File: config.mk
export PLATFORM = sky130hd
export DESIGN_NAME = reserved_port_range_table_top
export DESIGN_NICKNAME = d
export VERILOG_FILES = /design/src/hdl/rprt_pkg.sv /design/src/hdl/rprt_table.sv /design/src/hdl/reserved_port_range_table_top.sv
export SDC_FILE = /design/constraint.sdc
export NUM_CORES = 2
export LEC_CHECK = 0
export BUFFER_PORTS_ARGS = -buffer_cell sky130_fd_sc_hd__buf_2
export CAP_MARGIN = 20
export CORE_MARGIN = 2
export CORE_UTILIZATION = 30
export CTS_BUF_LIST = sky130_fd_sc_hd__clkbuf_8 sky130_fd_sc_hd__clkbuf_16
export DETAILED_ROUTE_END_ITERATION = 8
export GPL_ROUTABILITY_DRIVEN = 0
export HOLD_SLACK_MARGIN = 0.05
export PLACE_DENSITY = 0.49
export SYNTH_ARGS = -nofsm -noshare
export SYNTH_HDL_FRONTEND = slang
export SYNTH_HIERARCHICAL = 1
export SYNTH_SLANG_ARGS = --single-unit
File: constraint.sdc
create_clock -name clk -period 7.9 [get_ports clk]
set_input_delay 0.79 -clock clk [delete_from_list [all_inputs] [get_ports clk]]
set_output_delay 0.79 -clock clk [all_outputs]
set_load 0.02 [all_outputs]
File: src/hdl/rprt_pkg.sv
// types and codes shared by the reserved port range table
`default_nettype none

package rprt_pkg;

	typedef enum logic [1:0] {
		OP_ADD   = 2'd0,
		OP_DEL   = 2'd1,
		OP_CHECK = 2'd2,
		OP_NONE  = 2'd3
	} op_t;

	localparam logic [2:0] STAT_OK        = 3'd0;
	localparam logic [2:0] STAT_NOT_FOUND = 3'd1;
	localparam logic [2:0] STAT_FULL      = 3'd2;
	localparam logic [2:0] STAT_DENIED    = 3'd3;
	localparam logic [2:0] STAT_INVALID   = 3'd4;

	typedef struct packed {
		logic        deleted;
		logic [15:0] hi;
		logic [15:0] lo;
	} entry_t;

	typedef struct packed {
		logic        exact;
		logic [15:0] lo;
		logic [15:0] hi;
		logic [15:0] port;
	} key_t;

endpackage

`default_nettype wire

File: src/hdl/rprt_table.sv
// range table memory with registered read and the shared entry compare unit
`default_nettype none

module rprt_table #(
	parameter int TABLE_DEPTH = 64,
	parameter int IDX_W = 6
) (
	input  wire logic                 clk,
	input  wire logic                 rd_en,
	input  wire logic [IDX_W-1:0]     rd_addr,
	input  wire logic                 wr_en,
	input  wire logic [IDX_W-1:0]     wr_addr,
	input  wire rprt_pkg::entry_t     wr_data,
	input  wire rprt_pkg::key_t       key,
	output logic                      hit
);

	rprt_pkg::entry_t mem [TABLE_DEPTH];
	rprt_pkg::entry_t rd_q;

	always_ff @(posedge clk) begin
		if (wr_en) begin
			mem[wr_addr] <= wr_data;
		end
	end

	always_ff @(posedge clk) begin
		if (rd_en) begin
			rd_q <= mem[rd_addr];
		end
	end

	// exact bounds match for add/delete, live cover for check
	always_comb begin
		if (key.exact) begin
			hit = (rd_q.lo == key.lo) && (rd_q.hi == key.hi);
		end else begin
			hit = !rd_q.deleted && (rd_q.lo <= key.port) && (key.port <= rd_q.hi);
		end
	end

endmodule

`default_nettype wire

File: src/hdl/reserved_port_range_table_top.sv
// reserved port range table: sequencer, entry count and result register
//
// channel   direction  handshake                 payload
// config    in         restrict_we               restrict_enable
// item      in         start & !busy             operation, range_low, range_high, port
// result    out        done (one cycle)          status
//
// an add, delete or enabled check scans the table one entry a cycle through the
// single memory read port; done rises as busy falls at the end of the scan
// other items give their result in the cycle after acceptance and leave busy low
// a scan stops early at the first matching entry
// reset clears the entry count and the enable; table contents need no clearing
// results cannot be stalled; done pulses for one cycle
`default_nettype none

module reserved_port_range_table_top #(
	parameter int TABLE_DEPTH = 64
) (
	input  wire logic        clk,
	input  wire logic        arst_n,
	input  wire logic        restrict_we,
	input  wire logic        restrict_enable,
	input  wire logic        start,
	output logic             busy,
	input  wire logic [1:0]  operation,
	input  wire logic [15:0] range_low,
	input  wire logic [15:0] range_high,
	input  wire logic [15:0] port,
	output logic             done,
	output logic [2:0]       status
);

	localparam int IDX_W = (TABLE_DEPTH > 1) ? $clog2(TABLE_DEPTH) : 1;
	localparam int CNT_W = $clog2(TABLE_DEPTH + 1);
	localparam logic [CNT_W-1:0] DEPTH_C = CNT_W'(TABLE_DEPTH);

	typedef enum logic {
		S_IDLE,
		S_SCAN
	} state_t;

	state_t            state_q;
	rprt_pkg::op_t     op_q;
	logic [15:0]       lo_q;
	logic [15:0]       hi_q;
	logic [15:0]       port_q;
	logic [CNT_W-1:0]  issue_q;
	logic [CNT_W-1:0]  used_q;
	logic              vld_s1;
	logic [IDX_W-1:0]  idx_s1;
	logic              restrict_q;
	logic              done_q;
	logic [2:0]        status_q;

	logic              rd_en;
	logic              wr_en;
	logic [IDX_W-1:0]  wr_addr;
	rprt_pkg::entry_t  wr_data;
	rprt_pkg::key_t    key;
	logic              hit;
	logic              hit_any;
	logic              scan_end;
	logic              room;
	logic [2:0]        scan_status;
	rprt_pkg::op_t     op_in;

	assign op_in = rprt_pkg::op_t'(operation);
	assign busy = (state_q != S_IDLE);
	assign done = done_q;
	assign status = status_q;

	assign key.exact = (op_q != rprt_pkg::OP_CHECK);
	assign key.lo = lo_q;
	assign key.hi = hi_q;
	assign key.port = port_q;

	assign room = (used_q < DEPTH_C);
	assign hit_any = vld_s1 && hit;
	assign rd_en = (state_q == S_SCAN) && (issue_q < used_q);
	assign scan_end = (state_q == S_SCAN) && (hit_any || (!vld_s1 && (issue_q == used_q)));

	always_comb begin
		wr_en = scan_end && (op_q != rprt_pkg::OP_CHECK)
			&& (hit_any || ((op_q == rprt_pkg::OP_ADD) && room));
		wr_addr = hit_any ? idx_s1 : used_q[IDX_W-1:0];
		wr_data.deleted = (op_q == rprt_pkg::OP_DEL);
		wr_data.hi = hi_q;
		wr_data.lo = lo_q;
	end

	always_comb begin
		case (op_q)
			rprt_pkg::OP_CHECK: begin
				scan_status = hit_any ? rprt_pkg::STAT_DENIED : rprt_pkg::STAT_OK;
			end
			rprt_pkg::OP_DEL: begin
				scan_status = hit_any ? rprt_pkg::STAT_OK : rprt_pkg::STAT_NOT_FOUND;
			end
			rprt_pkg::OP_ADD: begin
				scan_status = (hit_any || room) ? rprt_pkg::STAT_OK : rprt_pkg::STAT_FULL;
			end
			default: begin
				scan_status = rprt_pkg::STAT_OK;
			end
		endcase
	end

	rprt_table #(
		.TABLE_DEPTH(TABLE_DEPTH),
		.IDX_W(IDX_W)
	) u_table (
		.clk(clk),
		.rd_en(rd_en),
		.rd_addr(issue_q[IDX_W-1:0]),
		.wr_en(wr_en),
		.wr_addr(wr_addr),
		.wr_data(wr_data),
		.key(key),
		.hit(hit)
	);

	always_ff @(posedge clk or negedge arst_n) begin
		if (!arst_n) begin
			state_q <= S_IDLE;
			used_q <= '0;
			issue_q <= '0;
			vld_s1 <= 1'b0;
			restrict_q <= 1'b0;
			done_q <= 1'b0;
			status_q <= rprt_pkg::STAT_OK;
		end else begin
			done_q <= 1'b0;
			if (restrict_we) begin
				restrict_q <= restrict_enable;
			end
			case (state_q)
				S_IDLE: begin
					vld_s1 <= 1'b0;
					if (start) begin
						op_q <= op_in;
						lo_q <= range_low;
						hi_q <= range_high;
						port_q <= port;
						issue_q <= '0;
						if (op_in == rprt_pkg::OP_NONE) begin
							done_q <= 1'b1;
							status_q <= rprt_pkg::STAT_OK;
						end else if ((op_in != rprt_pkg::OP_CHECK)
								&& (range_low > range_high)) begin
							done_q <= 1'b1;
							status_q <= rprt_pkg::STAT_INVALID;
						end else if ((op_in == rprt_pkg::OP_CHECK) && !restrict_q) begin
							done_q <= 1'b1;
							status_q <= rprt_pkg::STAT_OK;
						end else begin
							state_q <= S_SCAN;
						end
					end
				end
				S_SCAN: begin
					vld_s1 <= rd_en;
					idx_s1 <= issue_q[IDX_W-1:0];
					if (rd_en) begin
						issue_q <= issue_q + 1'b1;
					end
					if (scan_end) begin
						state_q <= S_IDLE;
						vld_s1 <= 1'b0;
						done_q <= 1'b1;
						status_q <= scan_status;
						if ((op_q == rprt_pkg::OP_ADD) && !hit_any && room) begin
							used_q <= used_q + 1'b1;
						end
					end
				end
				default: begin
					state_q <= S_IDLE;
				end
			endcase
		end
	end

`ifndef SYNTHESIS
	a_used_bound: assert property (@(posedge clk) disable iff (!arst_n)
		used_q <= DEPTH_C)
		else $error("entry count above table depth");

	a_used_step: assert property (@(posedge clk) disable iff (!arst_n)
		(used_q == $past(used_q)) || (used_q == $past(used_q) + 1'b1))
		else $error("entry count moved by more than one");

	a_done_idle: assert property (@(posedge clk) disable iff (!arst_n)
		done_q |-> (state_q == S_IDLE))
		else $error("result strobe while scanning");

	a_full_status: assert property (@(posedge clk) disable iff (!arst_n)
		(done_q && (status_q == rprt_pkg::STAT_FULL)) |-> (used_q == DEPTH_C))
		else $error("table full reported with room left");

	a_issue_bound: assert property (@(posedge clk) disable iff (!arst_n)
		(state_q == S_SCAN) |-> (issue_q <= used_q))
		else $error("scan index past used entries");
`endif

endmodule

`default_nettype wire

==> qor.csv <==
stage,metric,value,unit
yosys,largest cells by area after synthesis,"edfxtp_1, mux4_2, mux2i_1, ha_1, dfrtp_1",
yosys,Avg Inst Size Synth,22.23,sq um
yosys,post-synth net total,3975,
power,P per Cell Area,292.9,nW/um^2
worst_setup_path,CP Capture Type,flip-flop,
clock_tree,Post-CTS Setup Inserts,0,
worst_setup_path,CP required,8.45,ns
sta,final critical-path required period,6.683,ns
placement,DP Area,91610,sq um
worst_hold_path,Hold Path Class,in -> reg,
global_route,vias in the first global route,41910,
power,"IR drop worst, VDD",0.2116,mV
sta,Final setup viols,0,
yosys,Post-Syn Area,85860,sq um
finish,# fillers,26410,
finish,final std cells w/o fill,8062,
routing,Vias/cell,5.068,
routing,First DRT Iteration DRCs,4288,
finish,area occupied by multi-input gates,18460,sq um
yosys,cell accounting for the most synthesized area,edfxtp_1,
yosys,YS warnings,6,
yosys,Synth Flop Type,edfxtp_1,
global_route,largest net degree at the start of global routing,109,
die,Die Y,539.0,um
routing,Vias,40860,
routing,drt total wl,240000,um
sta,worst slew pin tran,1.110,ns
power,Static Leak,30.10,nW
yosys,Synth Instances,3863,
global_route,GR Util All Layers,0.1632,
routing,Detail Route Antenna Nets,0,
sta,Max Freq,149.6,MHz
worst_setup_path,critical-path cell list,inv_1 -> ha_1 -> a21oi_1 -> o21ai_0 -> a221o_1 -> a211oi_1 -> a21oi_1 -> o22ai_1 -> nand2_1 -> o21ai_1 -> nand2_1 -> nor3_1 -> nor2b_1 -> nand3_1 -> nor2_4 -> buf_4,
sta,final setup margin,1.217,ns
yosys,post-synth top area share,0.7698,
finish,Reg area,66640,sq um
clock_tree,# clock sinks,2222,
sta,max_slew headroom,0.2541,
clock_tree,clock-pin slew on the worst setup and hold paths,0.06,ns
yosys,count of cell types in the netlist,61,
worst_setup_path,crit path max-delay cell type,nor2_4,
placement,DP Wirelength,146300,um
global_route,antenna violations before repair,10,
sta,Setup TNS Final,0,ns
die,DIE AREA,290500,sq um
die,die width,539.0,um
placement,IO buf count,59,
sta,RSZ-0062 raised after global routing,false,
worst_setup_path,crit-path leading delay family,simple AND/OR/NAND/NOR gates,
clock_tree,Root Buffer,clkbuf_16,
clock_tree,CTS tree,built,
finish,P&R area growth vs syn,15.05,%
worst_setup_path,CP startpoint kind,flip-flop,
sta,Final Hold Fails,0,
worst_setup_path,kind of critical path,reg -> reg,
outcome,outcome,finished clean,
die,Core Area,285000,sq um
clock_tree,worst-skew pair later-pin latency,0.87,ns
routing,# DRC,0,
global_route,total global routing overflow,0,
sta,Final Skew,0.03610,ns
job,max_cap viols,0,
worst_setup_path,Critical Path AT,7.23,ns
worst_setup_path,CP max FO,22,
clock_tree,CTS buffer count,224,
finish,Final Cell Area,98780,sq um
finish,Final #Nets,4221,
sta,max-slew violations,0,
yosys,post-synthesis sequential area ratio,0.7759,
worst_setup_path,"slowest stage delay, CP",1.00,ns
worst_setup_path,WP buf/inv,2,
sta,Final Cycle Share,0.8459,
yosys,Post-synth ARST share,0.009451,
clock_tree,H-tree level count,4,
clock_tree,cts repair resizes,0,
clock_tree,Post-CTS Hold Buffers,1,
finish,"commonest non-fill, non-tap cell in the layout",edfxtp_1,
finish,most frequent cells in the layout,"edfxtp_1, mux4_2, clkbuf_16",
finish,layout cells sized above 1,0.2672,
global_route,global-route wire length before repair,337200,um
die,IO Count,60,
placement,placed cell count,7644,
placement,Place WS,1.330,ns
clock_tree,Max clock buf depth,3,
routing,drt first pass iters,5,
die,Starting Density,0.3013,
yosys,Seq cells post-synth,2222,
die,Std-Cell Rows,196,
routing,Wirelength per Cell,29.77,um
yosys,Post-synth EDFFs,2201,
[where the power goes]
group | internal [W] | switching, W | leakage [nW] | total (W)
Sequential | 0.0133 | 0.000239 | 20.1 | 0.0136
Combinational | 0.00214 | 0.00286 | 6.35 | 0.00500
Clock | 0.00581 | 0.00456 | 3.67 | 0.0104
Total | 0.0213 | 0.00766 | 30.1 | 0.0289
[Yosys cell counts (4+ instances only)]
library cell	n
a211o_1	4
buf_6	16
mux2i_1	92
nor3_2	8
and2_1	4
o22ai_1	41
o221ai_1	33
nor3_1	28
a211oi_1	20
xor2_1	16
nand3_1	21
nor4_1	6
nor2b_1	20
nor2_1	107
xnor2_1	21
or3_1	4
a22o_1	33
a22oi_1	19
nand2b_1	15
inv_1	62
dfrtp_1	21
a21oi_1	85
and3_1	10
ha_1	57
buf_4	36
nand2_1	59
clkbuf_1	64
o21ai_1	12
mux2_1	7
a21o_1	7
nand4_1	18
o221a_2	6
o21ai_0	30
buf_2	61
mux4_2	528
a221oi_1	46
edfxtp_1	2201
buf_1	12
[metrics by stage]
step                total power (W)    util  hold slack [ns]
floorplan                   0.01730       -           0.4629
finish                      0.02893  0.3466           0.1302
global route                0.02996  0.3466          0.09082
CTS                         0.02928  0.3466          0.05845
global placement            0.01894  0.3210           0.5192
detailed placement          0.01892  0.3215           0.5250
[logic make-up after synthesis]
| group | after synthesis | synth area share |
|---|---|---|
| xor gates and xnor gates | 37 | 0.003774 |
| buffers and inverters | 253 | 0.01505 |
| AOI/OAI and AO/OA | 349 | 0.02842 |
| adders and majority gates | 57 | 0.008306 |
| muxes | 629 | 0.1504 |
| and+or+nand+nor | 316 | 0.01813 |
| DFF | 2222 | 0.7759 |
[worst paths after layout]
kind | startpoint | end | slack (ns) | depth (start not counted)
min in group asynchronous | arst_n | restrict_q | 0.47 | 3
worst max register to register | u_table/rd_q[21] | u_table/mem[46][7] | 1.22 | 16
worst min register to register | status[2] | status[2] | 0.53 | 1
worst max-delay path | u_table/rd_q[21] | u_table/mem[46][7] | 1.22 | 16
max in group asynchronous | arst_n | issue_q[0] | 7.09 | 3
worst min-delay path | range_high[5] | hi_q[5] | 0.13 | 1
[per-layer routing]
metal | track usage | vias to the layer above | wire, um
met5 | 0 | - | 0
met1 | 0.2164 | 22400 | 100600
met4 | 0.04826 | 0 | 6746
met3 | 0.02126 | 318 | 11490
met2 | 0.2789 | 1267 | 121200
li1 | - | 16880 | -
[sequential cells by signal, summed over array words and instances, names as in the netlist]
name          count
u_table/mem    2112
u_table/rd_q     33
hi_q             16
lo_q             16
port_q           16
issue_q           7
used_q            7
idx_s1            6
status            3
op_q              2
busy              1
done              1
restrict_q        1
vld_s1            1
[cell type report]
cell class,instances,share of cell area
inverter,63,0.002394
clock buffer,226,0.05725
multi-input combinational,1388,0.1869
sequential,2222,0.6746
clock inverter,188,0.01511
tap,3762,0.04765
antenna,3,0.00007600
timing repair buffer,210,0.01602
No activity file was read; power rests on OpenSTA's default activity.
